[src/rtl/core/refpack_stream_profiler_macros.svh]
// assertion macros for the stream profiler
`ifndef REFPACK_STREAM_PROFILER_MACROS_SVH
`define REFPACK_STREAM_PROFILER_MACROS_SVH

`ifndef NO_ASSERTIONS
`define RSP_ASSERT(lbl, prop, msg) \
  lbl: assert property (@(posedge clk) disable iff (!rst_n) prop) else $error(msg);
`define RSP_ASSERT_ALWAYS(lbl, prop, msg) \
  lbl: assert property (@(posedge clk) prop) else $error(msg);
`else
`define RSP_ASSERT(lbl, prop, msg)
`define RSP_ASSERT_ALWAYS(lbl, prop, msg)
`endif

`endif

[src/rtl/core/rsp_pkg.sv]
// shared types, codes and bucket functions of the stream profiler
package rsp_pkg;

  localparam int COUNTER_BITS = 32;
  localparam int NUM_CNT = 32;
  localparam int EVQ_DEPTH = 4;

  localparam logic [3:0] PH_HEADER  = 4'd0;
  localparam logic [3:0] PH_CONTROL = 4'd1;
  localparam logic [3:0] PH_SHORT1  = 4'd2;
  localparam logic [3:0] PH_MED1    = 4'd3;
  localparam logic [3:0] PH_MED2    = 4'd4;
  localparam logic [3:0] PH_LONG1   = 4'd5;
  localparam logic [3:0] PH_LONG2   = 4'd6;
  localparam logic [3:0] PH_LONG3   = 4'd7;
  localparam logic [3:0] PH_CMDLIT  = 4'd8;
  localparam logic [3:0] PH_TERMLIT = 4'd9;

  localparam logic [3:0] ST_OK       = 4'd0;
  localparam logic [3:0] ST_HEADER   = 4'd1;
  localparam logic [3:0] ST_SIZE     = 4'd2;
  localparam logic [3:0] ST_NOCTRL   = 4'd3;
  localparam logic [3:0] ST_SHORT    = 4'd4;
  localparam logic [3:0] ST_MEDIUM   = 4'd5;
  localparam logic [3:0] ST_LONG     = 4'd6;
  localparam logic [3:0] ST_TERMLIT  = 4'd7;
  localparam logic [3:0] ST_CMDLIT   = 4'd8;
  localparam logic [3:0] ST_DISTANCE = 4'd9;
  localparam logic [3:0] ST_MISMATCH = 4'd10;

  localparam logic [4:0] IDX_CMD     = 5'd0;
  localparam logic [4:0] IDX_LITB    = 5'd1;
  localparam logic [4:0] IDX_MATCHB  = 5'd2;
  localparam logic [4:0] IDX_OVLB    = 5'd3;
  localparam logic [4:0] IDX_CLASS   = 5'd4;
  localparam logic [4:0] IDX_LITBKT  = 5'd8;
  localparam logic [4:0] IDX_LENBKT  = 5'd16;
  localparam logic [4:0] IDX_DISTBKT = 5'd23;
  localparam logic [4:0] IDX_LAST    = 5'd31;

  localparam logic [1:0] CLS_SHORT  = 2'd0;
  localparam logic [1:0] CLS_MEDIUM = 2'd1;
  localparam logic [1:0] CLS_LONG   = 2'd2;
  localparam logic [1:0] CLS_LITRL  = 2'd3;

  typedef struct packed {
    logic        do_cmd;
    logic        do_term;
    logic [1:0]  cls;
    logic [6:0]  lits;
    logic [2:0]  lit_bkt;
    logic [10:0] len;
    logic [2:0]  len_bkt;
    logic [3:0]  dist_bkt;
    logic        ovl;
    logic        do_run;
    logic [3:0]  status;
    logic [31:0] offset;
    logic [31:0] produced;
    logic        do_clear;
  } rsp_event_t;

  function automatic logic [2:0] lit_bucket(input logic [6:0] n);
    if (n <= 7'd3) return n[2:0];
    else if (n <= 7'd15) return 3'd4;
    else if (n <= 7'd31) return 3'd5;
    else if (n <= 7'd63) return 3'd6;
    else return 3'd7;
  endfunction

  function automatic logic [2:0] len_bucket(input logic [10:0] n);
    if (n <= 11'd7) return 3'd0;
    else if (n <= 11'd15) return 3'd1;
    else if (n <= 11'd31) return 3'd2;
    else if (n <= 11'd63) return 3'd3;
    else if (n <= 11'd127) return 3'd4;
    else if (n <= 11'd255) return 3'd5;
    else return 3'd6;
  endfunction

  function automatic logic [3:0] dist_bucket(input logic [17:0] n);
    if (n <= 18'd1) return 4'd0;
    else if (n == 18'd2) return 4'd1;
    else if (n <= 18'd4) return 4'd2;
    else if (n <= 18'd8) return 4'd3;
    else if (n <= 18'd15) return 4'd4;
    else if (n <= 18'd31) return 4'd5;
    else if (n <= 18'd63) return 4'd6;
    else if (n <= 18'd255) return 4'd7;
    else return 4'd8;
  endfunction

  function automatic logic [31:0] back_off(input logic [31:0] pos, input logic [7:0] d);
    if ({24'd0, d} > pos) return 32'd0;
    else return pos - {24'd0, d};
  endfunction

  function automatic logic [31:0] add_sat(input logic [31:0] a, input logic [10:0] b);
    logic [32:0] s;
    s = {1'b0, a} + {22'd0, b};
    return s[32] ? 32'hFFFF_FFFF : s[31:0];
  endfunction

endpackage

[src/rtl/core/rsp_front.sv]
// front end: header and control code parser, emits counter and run events
module rsp_front
  import rsp_pkg::*;
(
  input  logic       clk,
  input  logic       rst_n,
  input  logic       acc,
  input  logic [7:0] stream_byte,
  input  logic       last_byte,
  output logic       ev_valid,
  output rsp_event_t ev
);

  logic [3:0]  phase_r, phase_nxt;
  logic [31:0] pos_r, pos_nxt;
  logic        lhf_r, lhf_nxt;
  logic [7:0]  cb0_r, cb0_nxt, cb1_r, cb1_nxt, cb2_r, cb2_nxt;
  logic [23:0] exp_r, exp_nxt;
  logic [31:0] prod_r, prod_nxt;
  logic [6:0]  litleft_r, litleft_nxt;
  logic [6:0]  plits_r, plits_nxt;
  logic [10:0] plen_r, plen_nxt;
  logic [17:0] pdist_r, pdist_nxt;
  logic [1:0]  pcls_r, pcls_nxt;
  logic        absorb_r, absorb_nxt;

  logic [31:0] posn, skip;
  logic        lhf_v;
  logic        sc_go;
  logic [1:0]  sc_cls;
  logic [6:0]  sc_lits;
  logic [10:0] sc_len;
  logic [17:0] sc_dist;
  logic        do_res;
  logic [1:0]  r_cls;
  logic [6:0]  r_lits;
  logic [10:0] r_len;
  logic [17:0] r_dist;
  logic        do_term;
  logic [6:0]  t_lits;
  logic        have_st;
  logic [3:0]  st;
  logic [31:0] off;
  logic [7:0]  b;

  always_comb begin
    phase_nxt = phase_r;
    pos_nxt = pos_r;
    lhf_nxt = lhf_r;
    cb0_nxt = cb0_r;
    cb1_nxt = cb1_r;
    cb2_nxt = cb2_r;
    exp_nxt = exp_r;
    prod_nxt = prod_r;
    litleft_nxt = litleft_r;
    plits_nxt = plits_r;
    plen_nxt = plen_r;
    pdist_nxt = pdist_r;
    pcls_nxt = pcls_r;
    absorb_nxt = absorb_r;
    ev = '0;
    b = stream_byte;
    posn = (pos_r == 32'hFFFF_FFFF) ? pos_r : pos_r + 32'd1;
    lhf_v = lhf_r;
    skip = 32'd2;
    sc_go = 1'b0;
    sc_cls = CLS_SHORT;
    sc_lits = '0;
    sc_len = '0;
    sc_dist = '0;
    do_res = 1'b0;
    r_cls = pcls_r;
    r_lits = plits_r;
    r_len = plen_r;
    r_dist = pdist_r;
    do_term = 1'b0;
    t_lits = {5'd0, cb0_r[1:0]};
    have_st = 1'b0;
    st = ST_OK;
    off = 32'd0;

    if (absorb_r) begin
      if (last_byte) begin
        ev.do_clear = 1'b1;
      end
    end else begin
      pos_nxt = posn;
      unique case (phase_r)
        PH_HEADER: begin
          if (pos_r == 32'd0) lhf_v = b[0];
          lhf_nxt = lhf_v;
          skip = lhf_v ? 32'd5 : 32'd2;
          if (pos_r >= skip) exp_nxt = {exp_r[15:0], b};
          if (pos_r == skip + 32'd2) phase_nxt = PH_CONTROL;
        end
        PH_CONTROL: begin
          cb0_nxt = b;
          priority if (!b[7]) begin
            phase_nxt = PH_SHORT1;
          end else if (!b[6]) begin
            phase_nxt = PH_MED1;
          end else if (!b[5]) begin
            phase_nxt = PH_LONG1;
          end else if (b[4:0] > 5'd27) begin
            litleft_nxt = {5'd0, b[1:0]};
            t_lits = {5'd0, b[1:0]};
            if (b[1:0] == 2'd0) do_term = 1'b1;
            else phase_nxt = PH_TERMLIT;
          end else begin
            sc_go = 1'b1;
            sc_cls = CLS_LITRL;
            sc_lits = {b[4:0], 2'b00} + 7'd4;
          end
        end
        PH_SHORT1: begin
          cb1_nxt = b;
          sc_go = 1'b1;
          sc_cls = CLS_SHORT;
          sc_lits = {5'd0, cb0_r[1:0]};
          sc_len = {8'd0, cb0_r[4:2]} + 11'd3;
          sc_dist = {10'd0, b} + {8'd0, cb0_r[6:5], 8'd0} + 18'd1;
        end
        PH_MED1: begin
          cb1_nxt = b;
          phase_nxt = PH_MED2;
        end
        PH_MED2: begin
          cb2_nxt = b;
          sc_go = 1'b1;
          sc_cls = CLS_MEDIUM;
          sc_lits = {5'd0, cb1_r[7:6]};
          sc_len = {5'd0, cb0_r[5:0]} + 11'd4;
          sc_dist = {4'd0, cb1_r[5:0], b} + 18'd1;
        end
        PH_LONG1: begin
          cb1_nxt = b;
          phase_nxt = PH_LONG2;
        end
        PH_LONG2: begin
          cb2_nxt = b;
          phase_nxt = PH_LONG3;
        end
        PH_LONG3: begin
          sc_go = 1'b1;
          sc_cls = CLS_LONG;
          sc_lits = {5'd0, cb0_r[1:0]};
          sc_len = {1'b0, cb0_r[3:2], b} + 11'd5;
          sc_dist = {1'b0, cb0_r[4], cb1_r, cb2_r} + 18'd1;
        end
        PH_CMDLIT: begin
          if (litleft_r != 7'd0) litleft_nxt = litleft_r - 7'd1;
          if (litleft_nxt == 7'd0) do_res = 1'b1;
        end
        PH_TERMLIT: begin
          if (litleft_r != 7'd0) litleft_nxt = litleft_r - 7'd1;
          if (litleft_nxt == 7'd0) do_term = 1'b1;
        end
        default: phase_nxt = PH_CONTROL;
      endcase

      if (sc_go) begin
        pcls_nxt = sc_cls;
        plen_nxt = sc_len;
        pdist_nxt = sc_dist;
        plits_nxt = sc_lits;
        litleft_nxt = sc_lits;
        if (sc_lits == 7'd0) begin
          do_res = 1'b1;
          r_cls = sc_cls;
          r_lits = sc_lits;
          r_len = sc_len;
          r_dist = sc_dist;
        end else begin
          phase_nxt = PH_CMDLIT;
        end
      end

      if (do_res) begin
        if ({15'd0, r_dist} > {1'b0, prod_r} + {26'd0, r_lits}) begin
          have_st = 1'b1;
          st = ST_DISTANCE;
          off = back_off(posn, {1'b0, r_lits});
        end else begin
          ev.do_cmd = 1'b1;
          ev.cls = r_cls;
          ev.lits = r_lits;
          ev.lit_bkt = lit_bucket(r_lits);
          ev.len = r_len;
          ev.len_bkt = len_bucket(r_len);
          ev.dist_bkt = dist_bucket(r_dist);
          ev.ovl = r_dist < {7'd0, r_len};
          prod_nxt = add_sat(add_sat(prod_r, {4'd0, r_lits}), r_len);
          phase_nxt = PH_CONTROL;
        end
      end

      if (do_term) begin
        ev.do_term = 1'b1;
        ev.lits = t_lits;
        ev.lit_bkt = lit_bucket(t_lits);
        prod_nxt = add_sat(prod_r, {4'd0, t_lits});
        have_st = 1'b1;
        if (prod_nxt != {8'd0, exp_r}) begin
          st = ST_MISMATCH;
          off = posn;
        end else begin
          st = ST_OK;
          off = 32'd0;
        end
      end

      if (!have_st && last_byte) begin
        have_st = 1'b1;
        unique case (phase_nxt)
          PH_HEADER: begin
            if (posn < 32'd5) begin
              st = ST_HEADER;
              off = posn;
            end else begin
              st = ST_SIZE;
              off = 32'd5;
            end
          end
          PH_SHORT1: begin st = ST_SHORT; off = posn; end
          PH_MED1: begin st = ST_MEDIUM; off = posn; end
          PH_MED2: begin st = ST_MEDIUM; off = back_off(posn, 8'd1); end
          PH_LONG1: begin st = ST_LONG; off = posn; end
          PH_LONG2: begin st = ST_LONG; off = back_off(posn, 8'd1); end
          PH_LONG3: begin st = ST_LONG; off = back_off(posn, 8'd2); end
          PH_CMDLIT: begin
            st = ST_CMDLIT;
            off = back_off(posn, {1'b0, plits_nxt - litleft_nxt});
          end
          PH_TERMLIT: begin
            st = ST_TERMLIT;
            off = back_off(posn, {1'b0, {5'd0, cb0_nxt[1:0]} - litleft_nxt});
          end
          default: begin st = ST_NOCTRL; off = posn; end
        endcase
      end

      if (have_st) begin
        ev.do_run = 1'b1;
        ev.status = st;
        ev.offset = off;
        ev.produced = prod_nxt;
        if (last_byte) ev.do_clear = 1'b1;
        else absorb_nxt = 1'b1;
      end
    end

    if (ev.do_clear) begin
      phase_nxt = PH_HEADER;
      pos_nxt = '0;
      lhf_nxt = 1'b0;
      exp_nxt = '0;
      prod_nxt = '0;
      litleft_nxt = '0;
      plits_nxt = '0;
      plen_nxt = '0;
      pdist_nxt = '0;
      pcls_nxt = '0;
      absorb_nxt = 1'b0;
    end

    ev_valid = ev.do_cmd | ev.do_term | ev.do_run | ev.do_clear;
  end

  always_ff @(posedge clk) begin
    if (!rst_n) begin
      phase_r <= PH_HEADER;
      pos_r <= '0;
      lhf_r <= 1'b0;
      exp_r <= '0;
      prod_r <= '0;
      litleft_r <= '0;
      plits_r <= '0;
      plen_r <= '0;
      pdist_r <= '0;
      pcls_r <= '0;
      absorb_r <= 1'b0;
    end else if (acc) begin
      phase_r <= phase_nxt;
      pos_r <= pos_nxt;
      lhf_r <= lhf_nxt;
      exp_r <= exp_nxt;
      prod_r <= prod_nxt;
      litleft_r <= litleft_nxt;
      plits_r <= plits_nxt;
      plen_r <= plen_nxt;
      pdist_r <= pdist_nxt;
      pcls_r <= pcls_nxt;
      absorb_r <= absorb_nxt;
    end
  end

  always_ff @(posedge clk) begin
    if (acc) begin
      cb0_r <= cb0_nxt;
      cb1_r <= cb1_nxt;
      cb2_r <= cb2_nxt;
    end
  end

endmodule

[src/rtl/core/rsp_evq.sv]
// short event queue between parser and counter bank
module rsp_evq
  import rsp_pkg::*;
(
  input  logic       clk,
  input  logic       rst_n,
  input  logic       push,
  input  rsp_event_t push_ev,
  input  logic       pop,
  output logic       empty,
  output logic       full,
  output rsp_event_t head_ev
);

  localparam int PW = $clog2(EVQ_DEPTH);

  rsp_event_t       mem [EVQ_DEPTH];
  logic [PW-1:0]    wr_ptr_r, rd_ptr_r;
  logic [PW:0]      count_r;

  assign empty = (count_r == '0);
  assign full = (count_r == (PW+1)'(EVQ_DEPTH));
  assign head_ev = mem[rd_ptr_r];

  always_ff @(posedge clk) begin
    if (push) mem[wr_ptr_r] <= push_ev;
  end

  always_ff @(posedge clk) begin
    if (!rst_n) begin
      wr_ptr_r <= '0;
      rd_ptr_r <= '0;
      count_r <= '0;
    end else begin
      if (push) wr_ptr_r <= wr_ptr_r + 1'b1;
      if (pop) rd_ptr_r <= rd_ptr_r + 1'b1;
      unique case ({push, pop})
        2'b10: count_r <= count_r + 1'b1;
        2'b01: count_r <= count_r - 1'b1;
        default: count_r <= count_r;
      endcase
    end
  end

endmodule

[src/rtl/core/rsp_back.sv]
// back end: statistics counter bank and result run sequencer
module rsp_back
  import rsp_pkg::*;
(
  input  logic        clk,
  input  logic        rst_n,
  input  logic        q_empty,
  input  rsp_event_t  q_ev,
  output logic        q_pop,
  output logic        out_empty,
  input  logic        out_pop,
  output logic [4:0]  out_counter_index,
  output logic [31:0] out_counter_value,
  output logic [3:0]  out_status,
  output logic [31:0] out_fault_pos,
  output logic [31:0] out_produced_size,
  output logic        out_run_last
);

  logic [COUNTER_BITS-1:0] cnt_r [NUM_CNT];
  logic [COUNTER_BITS-1:0] inc [NUM_CNT];
  logic                    run_r;
  logic                    clr_pend_r;
  logic [4:0]              idx_r;
  logic [3:0]              st_r;
  logic [31:0]             off_r, prod_r;
  logic                    run_end;
  logic [63:0]             wide;

  assign q_pop = !q_empty && !run_r;
  assign run_end = run_r && out_pop && (idx_r == IDX_LAST);

  always_comb begin
    for (int i = 0; i < NUM_CNT; i++) begin
      inc[i] = '0;
      if (q_ev.do_cmd) begin
        if (5'(i) == IDX_CMD) inc[i] = COUNTER_BITS'(1);
        if (5'(i) == IDX_CLASS + {3'd0, q_ev.cls}) inc[i] = COUNTER_BITS'(1);
        if (q_ev.len != 11'd0) begin
          if (5'(i) == IDX_MATCHB) inc[i] = COUNTER_BITS'(q_ev.len);
          if (5'(i) == IDX_OVLB && q_ev.ovl) inc[i] = COUNTER_BITS'(q_ev.len);
          if (5'(i) == IDX_LENBKT + {2'd0, q_ev.len_bkt}) inc[i] = COUNTER_BITS'(1);
          if (5'(i) == IDX_DISTBKT + {1'd0, q_ev.dist_bkt}) inc[i] = COUNTER_BITS'(1);
        end
      end
      if (q_ev.do_cmd || q_ev.do_term) begin
        if (5'(i) == IDX_LITB) inc[i] = COUNTER_BITS'(q_ev.lits);
        if (5'(i) == IDX_LITBKT + {2'd0, q_ev.lit_bkt}) inc[i] = COUNTER_BITS'(1);
      end
    end
  end

  always_ff @(posedge clk) begin
    if (!rst_n) begin
      for (int i = 0; i < NUM_CNT; i++) cnt_r[i] <= '0;
    end else if (run_end && clr_pend_r) begin
      for (int i = 0; i < NUM_CNT; i++) cnt_r[i] <= '0;
    end else if (q_pop) begin
      for (int i = 0; i < NUM_CNT; i++) begin
        if (q_ev.do_clear && !q_ev.do_run) cnt_r[i] <= '0;
        else if (inc[i] > ~cnt_r[i]) cnt_r[i] <= '1;
        else cnt_r[i] <= cnt_r[i] + inc[i];
      end
    end
  end

  always_ff @(posedge clk) begin
    if (!rst_n) begin
      run_r <= 1'b0;
      clr_pend_r <= 1'b0;
      idx_r <= '0;
    end else if (q_pop && q_ev.do_run) begin
      run_r <= 1'b1;
      clr_pend_r <= q_ev.do_clear;
      idx_r <= '0;
    end else if (run_r && out_pop) begin
      idx_r <= idx_r + 5'd1;
      if (idx_r == IDX_LAST) run_r <= 1'b0;
    end
  end

  always_ff @(posedge clk) begin
    if (q_pop && q_ev.do_run) begin
      st_r <= q_ev.status;
      off_r <= q_ev.offset;
      prod_r <= q_ev.produced;
    end
  end

  assign wide = 64'(cnt_r[idx_r]);
  assign out_empty = !run_r;
  assign out_counter_index = idx_r;
  assign out_counter_value = (wide > 64'hFFFF_FFFF) ? 32'hFFFF_FFFF : wide[31:0];
  assign out_status = st_r;
  assign out_fault_pos = off_r;
  assign out_produced_size = prod_r;
  assign out_run_last = (idx_r == IDX_LAST);

endmodule

[src/rtl/core/refpack_stream_profiler.sv]
// top level of the compressed stream profiler
// Usage:
//   Input queue: drive in_stream_byte and in_last_byte with push; a byte is
//   taken at a clock edge with push high and full low. One byte per cycle is
//   sustained while the parser's event queue has room.
//   Result queue: while out_empty is low the oldest result is on the out_
//   ports; pop high takes it. A report is a run of 32 results, counter
//   index 0 to 31, with out_run_last high on the final one.
//   Run start: a run begins when the event of the byte that ends the stream or
//   hits an error is popped from the queue, once earlier events have drained.
//   Throughput: one byte per cycle; the counter bank applies one event per
//   cycle and holds the queue while a run is shown, so input
//   stalls only behind a report.
//   A stalled receiver holds the current result; the four-entry event
//   queue then fills and full rises.
//   Reset (rst_n low, synchronous) clears parser state, queue and all
//   counters; the byte marked last clears parser state and counters for the next stream.
`include "refpack_stream_profiler_macros.svh"
module refpack_stream_profiler
  import rsp_pkg::*;
(
  input  logic        clk,
  input  logic        rst_n,
  input  logic        in_push,
  output logic        in_full,
  input  logic [7:0]  in_stream_byte,
  input  logic        in_last_byte,
  output logic        out_empty,
  input  logic        out_pop,
  output logic [4:0]  out_counter_index,
  output logic [31:0] out_counter_value,
  output logic [3:0]  out_status,
  output logic [31:0] out_fault_pos,
  output logic [31:0] out_produced_size,
  output logic        out_run_last
);

  logic       acc;
  logic       ev_valid;
  rsp_event_t ev;
  logic       q_empty, q_full, q_pop;
  rsp_event_t q_ev;

  assign acc = in_push && !q_full;
  assign in_full = q_full;

  rsp_front u_front (
    .clk(clk), .rst_n(rst_n), .acc(acc),
    .stream_byte(in_stream_byte), .last_byte(in_last_byte),
    .ev_valid(ev_valid), .ev(ev)
  );

  rsp_evq u_evq (
    .clk(clk), .rst_n(rst_n),
    .push(acc && ev_valid), .push_ev(ev),
    .pop(q_pop), .empty(q_empty), .full(q_full), .head_ev(q_ev)
  );

  rsp_back u_back (
    .clk(clk), .rst_n(rst_n),
    .q_empty(q_empty), .q_ev(q_ev), .q_pop(q_pop),
    .out_empty(out_empty), .out_pop(out_pop),
    .out_counter_index(out_counter_index), .out_counter_value(out_counter_value),
    .out_status(out_status), .out_fault_pos(out_fault_pos),
    .out_produced_size(out_produced_size), .out_run_last(out_run_last)
  );

  `RSP_ASSERT(a_run_continues, out_pop && !out_empty && !out_run_last |=> !out_empty, "run broke off early")
  `RSP_ASSERT(a_index_steps, out_pop && !out_empty && !out_run_last |=> out_counter_index == $past(out_counter_index) + 5'd1, "counter index skipped")
  `RSP_ASSERT(a_ok_no_offset, !out_empty && out_status == ST_OK |-> out_fault_pos == 32'd0, "ok status with offset")
  `RSP_ASSERT(a_no_pop_in_run, !out_empty |-> !q_pop, "event consumed during run")

endmodule
[config.mk]
export PLATFORM = sky130hd
export DESIGN_NAME = refpack_stream_profiler
export DESIGN_NICKNAME = d
export VERILOG_FILES = /design/src/rtl/core/rsp_pkg.sv /design/src/rtl/core/rsp_front.sv /design/src/rtl/core/rsp_evq.sv /design/src/rtl/core/rsp_back.sv /design/src/rtl/core/refpack_stream_profiler.sv
export VERILOG_INCLUDE_DIRS = /design/src /design/src/rtl/core
export SDC_FILE = /design/constraint.sdc
export NUM_CORES = 2
export LEC_CHECK = 0
export BUFFER_PORTS_ARGS = -buffer_cell sky130_fd_sc_hd__buf_2
export CAP_MARGIN = 20
export CORE_ASPECT_RATIO = 1.75
export CORE_UTILIZATION = 61
export DETAILED_ROUTE_END_ITERATION = 10
export GPL_TIMING_DRIVEN = 0
export PLACE_DENSITY_LB_ADDON = 0.3
export SETUP_SLACK_MARGIN = 0.1
export SYNTH_ARGS = -nofsm -noshare
export SYNTH_HDL_FRONTEND = slang
export SYNTH_SLANG_ARGS = --single-unit
[constraint.sdc]
create_clock -name clk -period 25.6 [get_ports clk]
set_input_delay 0 -clock clk [delete_from_list [all_inputs] [get_ports clk]]
set_output_delay 0 -clock clk [all_outputs]
set_load 0.1 [all_outputs]
Word level (Yosys, flattened, before mapping):

Memory sizes are Yosys's and may differ from the RTL's. A register that Yosys moved wholly into a read port is not among the register bits.
Cells that the tools add are included.

* order comparisons: 64
* multiplexer cells: 928
* bitwise gates (word level): 165
* eq/ne operators: 150
* reductions and logical operators: 51
* $add $sub $neg: 62

Operators by type and width (number)
* 2-to-1 mux 32 bit: 276
* adder 32 bit: 32
* greater-than comparator 32 bit: 32
* NOT 32 bit: 32
* 2-to-1 mux 1 bit: 528
* == test 5 bit, first input constant: 64
* 2-to-1 mux 7 bit: 33
* == test 4 x 5 -> 1 bit, first input constant: 32
* case mux 32 bit (5 select lines): 1
* OR 1 bit: 131
* 2-to-1 mux 11 bit: 11
* 2-to-1 mux 18 bit: 6
* 2-to-1 mux 4 bit: 26
* 2-to-1 mux 102 bit: 1
* greater-than comparator 7 x 32 -> 1 bit: 3
* 2-to-1 mux 24 bit: 4
* subtractor 32 x 7 -> 32 bit: 3
* == test 3 x 5 -> 1 bit, first input constant: 16
* 2-to-1 mux 70 bit: 1
* adder 32 x 7 -> 33 bit: 2
* 2-to-1 mux 31 bit: 2
* case mux 18 bit (3 select lines): 1
* case mux 4 bit (6 select lines): 2
* case mux 7 bit (3 select lines): 2
* other kinds (90): 179

* output and inout port bits: 108
* logic and storage cells: 1446
* bits in writable memories: 1436
* input bits: 13
* memories: 2
* bits in registers: 244

Memories
* u_back.cnt_r: depth 32, width 32, read ports 33, clocked after memory_dff 1, write ports 32, RTL line rsp_back.sv:20 `logic [COUNTER_BITS-1:0] cnt_r [NUM_CNT];`
* u_evq.mem: depth 4, width 103, read ports 1, clocked after memory_dff 1, write ports 1, RTL line rsp_evq.sv:17 `rsp_event_t mem [EVQ_DEPTH];`

Logic depth before layout (Yosys ltp):

* depth after elaboration: 30
* mapped depth: 36
* depth with buffers taken out: 33

Cells and area by module:

From an unflattened synthesis, not the netlist that was laid out.

* cells, all modules: 9646
* area total of the unflattened synthesis: 103694.5 µm²

By module, submodules not included
* rsp_back: sequential area each 33031.7 µm², times used 1, area each 68792.2 µm², cells an instance 6224
* rsp_front: sequential area each 3473.3 µm², times used 1, area each 19500.0 µm², cells an instance 2836
* rsp_evq: sequential area each 12552.0 µm², times used 1, area each 15387.3 µm², cells an instance 584
* refpack_stream_profiler: sequential area each 0.0 µm², times used 1, area each 15.0 µm², cells an instance 2

Worst setup path before layout:

OpenSTA, ideal clock, no wires.

* path kind: register to register
* start: register u_front.phase_r[1]
* end: memory u_evq.mem[0][0] (netlist bit), enable pin
* path slack: 16.421 ns
* data required time: 25.126 ns
* period minus slack after synthesis: 9.179 ns
* arrival time: 8.705 ns
* stages on the path, launching flop included: 28
* buffers on the path: 5
* library setup time: 0.474 ns
* cells stage by stage: dfxtp_1 clkbuf_1 nor4b_2 nand4_1 nand2b_1 clkbuf_1 nand3_1 nand2b_1 clkbuf_1 clkbuf_1 and2_1 fa_1 a211oi_1 o211ai_1 and2_0 xnor2_1 ha_1 and2_0 a221o_1 a211oi_1 o211ai_1 o2111ai_1 nor4b_2 a21boi_4 buf_2 nand2_1 a31oi_1 and2_1

* word-level cells in the longest chain between the ends: 25
* elaborated cells between the ends (all ways): 48
* those cells by class: 1 x add/sub; 1 x order compare; 6 x eq/ne; 31 x mux; 3 x bitwise; 6 x reduce/logical

RTL lines
* start, declared: RTL line rsp_front.sv:14 `logic [3:0] phase_r, phase_nxt;`
* start signal, assigned: RTL line rsp_front.sv:283 `phase_r <= phase_nxt;`
* == test 4 x 2 -> 1 bit or == test 4 x 3 -> 1 bit (tied branches): RTL line rsp_front.sv:88 `unique case (phase_r)`
* OR reduction 2 bit (no source line)
* case mux 7 bit (3 select lines): RTL line rsp_front.sv:88
* 2-to-1 mux 7 bit: RTL line rsp_front.sv:82 `if (absorb_r) begin`
* zero test 7 bit: RTL line rsp_front.sv:167 `if (sc_lits == 7'd0) begin`
* 2-to-1 mux 7 bit: RTL line rsp_front.sv:167
* 2-to-1 mux 7 bit: RTL line rsp_front.sv:161 `if (sc_go) begin`
* 2-to-1 mux 7 bit: RTL line rsp_front.sv:82
* (+9 left out)
* 2-to-1 mux 1 bit: RTL line rsp_front.sv:82
* 2-to-1 mux 70 bit: RTL line rsp_front.sv:242 `if (have_st) begin`
* 2-to-1 mux 102 bit: RTL line rsp_front.sv:82
* OR 1 bit: RTL line rsp_front.sv:266 `ev_valid = ev.do_cmd | ev.do_term | ev.do_run | ev.do_clear;`
* OR 1 bit (*): RTL line rsp_front.sv:266
* logical AND 1 bit (*): RTL line refpack_stream_profiler.sv:55 `.push(acc && ev_valid), .push_ev(ev),`
* 2-to-1 mux 1 bit (*): RTL line rsp_evq.sv:26 `if (push) mem[wr_ptr_r] <= push_ev;`
* 2-to-1 mux 1 bit (not written as such) (*): RTL line rsp_evq.sv:26
* end, declared: RTL line rsp_evq.sv:17

Every way passes the cells marked *; elsewhere a longest branch is shown, timed or not. The select of a mux whose other input is x is not followed.

Worst setup path in the final report:

* start: register u_front.phase_r[1]
* end: memory u_evq.mem[3][15] (netlist bit), enable pin

Same word-level chain as after synthesis.

==> impl_metrics.json <==
{
  "synth_xor_area_share_pct": 9.43,
  "yosys_warnings": 0,
  "fin_tns_setup_ps": 0,
  "clock_sinks": 1687,
  "drive_gt1_share_pct": 10.7,
  "start_util_pct": 61.5,
  "min-delay-start": "in_stream_byte[0]",
  "setup_violations": 0,
  "post-cts-setup-buffers": 0,
  "core_um2": 166000,
  "num_vias": 83300,
  "hold_viol_final": 0,
  "max-cap-violations": 0,
  "crit_arrival_ps": 12290,
  "worstSetupStartpoint": "u_front.phase_r[1]",
  "worst_pin_slew_ps": 1310,
  "slowest_delay_ps": 960,
  "finClkSkew_ps": 42.1,
  "synth_top_family_by_area": "simple AND/OR/NAND/NOR gates",
  "place.gp.congestion": 1.13,
  "syn_inst": 9436,
  "synth_edf_count": 1527,
  "rsz0062_at_grt": "no",
  "min_period_ps": 11780,
  "ant_nets": 0,
  "p_leak_nw": 37.6,
  "num_rows": 198,
  "worst-setup-path-type": "register to register",
  "slew_headroom_pct": 12.2,
  "drc": 0,
  "groute.usage.overall_pct": 42.6,
  "cts_buffers": 167,
  "fill_cells": 12500,
  "placed_cells": 11800,
  "grt_max_degree": 53,
  "synth_compound_area_share_pct": 11.1,
  "drv_slew": 0,
  "htree_levels": 4,
  "ir_worst_vdd_uv": 99.8,
  "combPwrFrac_pct": 33.5,
  "power_switching_w": 0.00482,
  "grt-ovfl-total": 0,
  "areaGrowthSynthToFinish_pct": 10.1,
  "cts_tree": "built",
  "synthMuxAreaShare_pct": 10.0,
  "cp_slowest_cell": "nor4b_2",
  "drt-initial-drc-count": 10200,
  "netlist_area_um2": 102000,
  "r2r_start": "u_front.phase_r[1]",
  "ys_seq_elements": 1687,
  "critPathBufInv": 6,
  "clk_pin_slew_ps": 60,
  "die_h_um": 543,
  "cp.required_ps": 26110,
  "via_per_inst": 6.85,
  "seq_power_share_pct": 45.0,
  "grt_pass1_wl_mm": 528,
  "synthSimpleGateAreaFrac_pct": 15.3,
  "avgSynthCellArea_um2": 10.8,
  "clk_latency_ps": 870,
  "critPathMaxFanout": 52,
  "nets": 10100,
  "fin_cells": 12200,
  "synth_fa_ha_area_share_pct": 2.92,
  "ys_seq_area_share_pct": 48.0,
  "wl_per_cell_um": 30.0,
  "port_buffers": 120,
  "cts_resized": 0,
  "design.die.area_um2": 169000,
  "synthDistinctLibCells": 109,
  "fmax_ghz": 0.0849,
  "synthesis.nets": 9680,
  "ios": 121,
  "grt_pass1_vias": 81400,
  "status": "complete, no violations",
  "die_x_um": 311,
  "synthFlopType": "edfxtp_1",
  "powerDensity_nw_per_um2": 104,
  "layout_common_cells": "edfxtp_1, a21oi_1, nand2_1",
  "start_kind": "register",
  "sw_frac_of_total_pct": 41.4,
  "drt_first_pass_iters": 8,
  "cts-root-buf": "clkbuf_16",
  "min_period_over_period_pct": 46.0,
  "clockBufferDepth": 4,
  "final_common_cell": "edfxtp_1",
  "p_int_w": 0.00684,
  "worst_setup_path_end_kind": "register",
  "wirelength_mm": 364,
  "antenna_found_initial": 18,
  "holdBufCountCts": 19,
  "p_clk_share_pct": 21.5,
  "dp_hpwl_mm": 275,
  "hold_class": "input port to register",
  "critical_path.top_delay_family": "simple AND/OR/NAND/NOR gates",
  "async_reset_ff_share_pct": 0
}
-- through the flow --
step | worst slack, ps | utilization (%) | power [W] | cell area (µm²) | hold slack, ps
after detailed placement | 14240 | 64.2 | 0.00895 | 107000 | 205
after CTS | 14180 | 67.6 | 0.0114 | 112000 | 0.858
after global routing | 13620 | 67.7 | 0.0119 | 112000 | 7.92
final | 13820 | 67.7 | 0.0117 | 112000 | 28.6
after floorplan | 16420 | - | 0.00727 | 102000 | 98.9
after global placement | 11120 | 63.5 | 0.00873 | 106000 | 206
-- worst register-to-register path, delay by kind of cell (launching register included) --
kind	cells	cell delay, ps
AND/OR/NAND/NOR	10	4460
AO/OA/AOI/OAI	9	3370
XOR/XNOR	1	310
buffers and inverters	6	2200
flip-flops	1	300
adder cells (fa/ha/maj)	2	660
-- routing by layer --
layer  wire length, µm  up-vias  part of all wire (%)  global-route usage (%)
li1                  -    36100                     -                       -
met1            112000    40400                    31                    43.8
met2            172000     5061                    47                    69.5
met3             30100     1686                   8.3                    8.17
met4             50000       16                    14                    47.2
met5               253        -                 0.069                   0.739
-- synth_stat cells, types with 13 or more instances --
| cell type | n | area [µm²] |
|---|---|---|
| o21bai_1 | 15 | 113 |
| a21boi_0 | 18 | 135 |
| nand3b_1 | 14 | 105 |
| and2_1 | 108 | 676 |
| a21o_1 | 40 | 300 |
| a21oi_1 | 1224 | 6130 |
| or2_2 | 20 | 125 |
| a31o_2 | 16 | 140 |
| o22ai_1 | 34 | 213 |
| o221ai_1 | 17 | 149 |
| o31ai_1 | 19 | 143 |
| and3_1 | 181 | 1130 |
| a22oi_1 | 102 | 766 |
| a31oi_1 | 55 | 344 |
| nor2b_1 | 137 | 857 |
| nor3_1 | 180 | 901 |
| buf_1 | 65 | 244 |
| nor4_1 | 80 | 500 |
| nand2b_1 | 55 | 344 |
| nand3_1 | 459 | 2300 |
| edfxtp_1 | 1527 | 45900 |
| mux4_2 | 421 | 9480 |
| buf_2 | 44 | 220 |
| o21ai_0 | 210 | 1050 |
| nand2_1 | 805 | 3020 |
| and4_1 | 75 | 657 |
| dfxtp_1 | 160 | 3200 |
| mux2i_1 | 28 | 280 |
| ha_1 | 219 | 2740 |
| a211oi_1 | 22 | 165 |
| xnor2_1 | 447 | 3920 |
| o21ai_1 | 23 | 115 |
| mux2_2 | 41 | 462 |
| or3_1 | 42 | 263 |
| o21a_1 | 22 | 165 |
| o211ai_1 | 23 | 173 |
| a41o_1 | 13 | 130 |
| clkbuf_1 | 421 | 1580 |
| inv_1 | 305 | 1140 |
| or4_1 | 17 | 128 |
| xor2_1 | 647 | 5670 |
| nand4_1 | 268 | 1680 |
| nor2_1 | 610 | 2290 |
-- power groups by stage --
stage	clock network (W)	logic, W	registers (W)
4_1_cts	0.00251	0.00375	0.00518
3_3_place_gp	0	0.00352	0.00520
5_1_grt	0.00260	0.00402	0.00531
6_report	0.00251	0.00391	0.00525
3_5_place_dp	0	0.00373	0.00523
2_1_floorplan	0	0.00218	0.00509
-- registers in the layout (all words and copies together), names as in the netlist, 2 cells and up, named ones only --
register,flops
u_back.cnt_r,1024
u_evq.mem,412
u_back.out_fault_pos,32
u_back.out_produced_size,32
u_front.pos_r,32
u_front.prod_r,32
u_front.exp_r,24
u_front.pdist_r,18
u_front.plen_r,11
u_front.cb1_r,8
u_front.cb2_r,8
u_front.cb0_r,7
u_front.litleft_r,7
u_front.plits_r,7
u_back.out_counter_index,5
u_back.out_status,4
u_front.phase_r,4
u_evq.count_r,3
u_evq.rd_ptr_r,2
u_evq.wr_ptr_r,2
u_front.pcls_r,2
-- logic make-up after synthesis --
family | after synthesis
AOI/OAI and AO/OA | 1971
muxes | 490
and+or+nand+nor | 3112
buffers and inverters | 848
DFF | 1687
xor gates and xnor gates | 1097
adders and majority gates | 231
-- final timing paths --
path | to | depth (start not counted) | slack, ps
min | u_front.cb2_r[0] | 2 | 30
min reg2reg | u_front.plits_r[5] | 2 | 520
max reg2reg | u_evq.mem[3][15] | 28 | 13820
max | u_evq.mem[3][15] | 28 | 13820
-- cell type report --
type	count	area [µm²]	area share [%]
flip-flops and latches	1687	49100	43.6
plain buffers	541	2140	1.90
clock buffers	196	4420	3.93
inverters	307	1150	1.03
well taps	2200	2750	2.45
repair buffers	214	2140	1.91
clock inverters	98	938	0.834
diodes	12	30.0	0.0267
multi-input cells	6901	49900	44.3
Power figures use the tool's default switching activity.
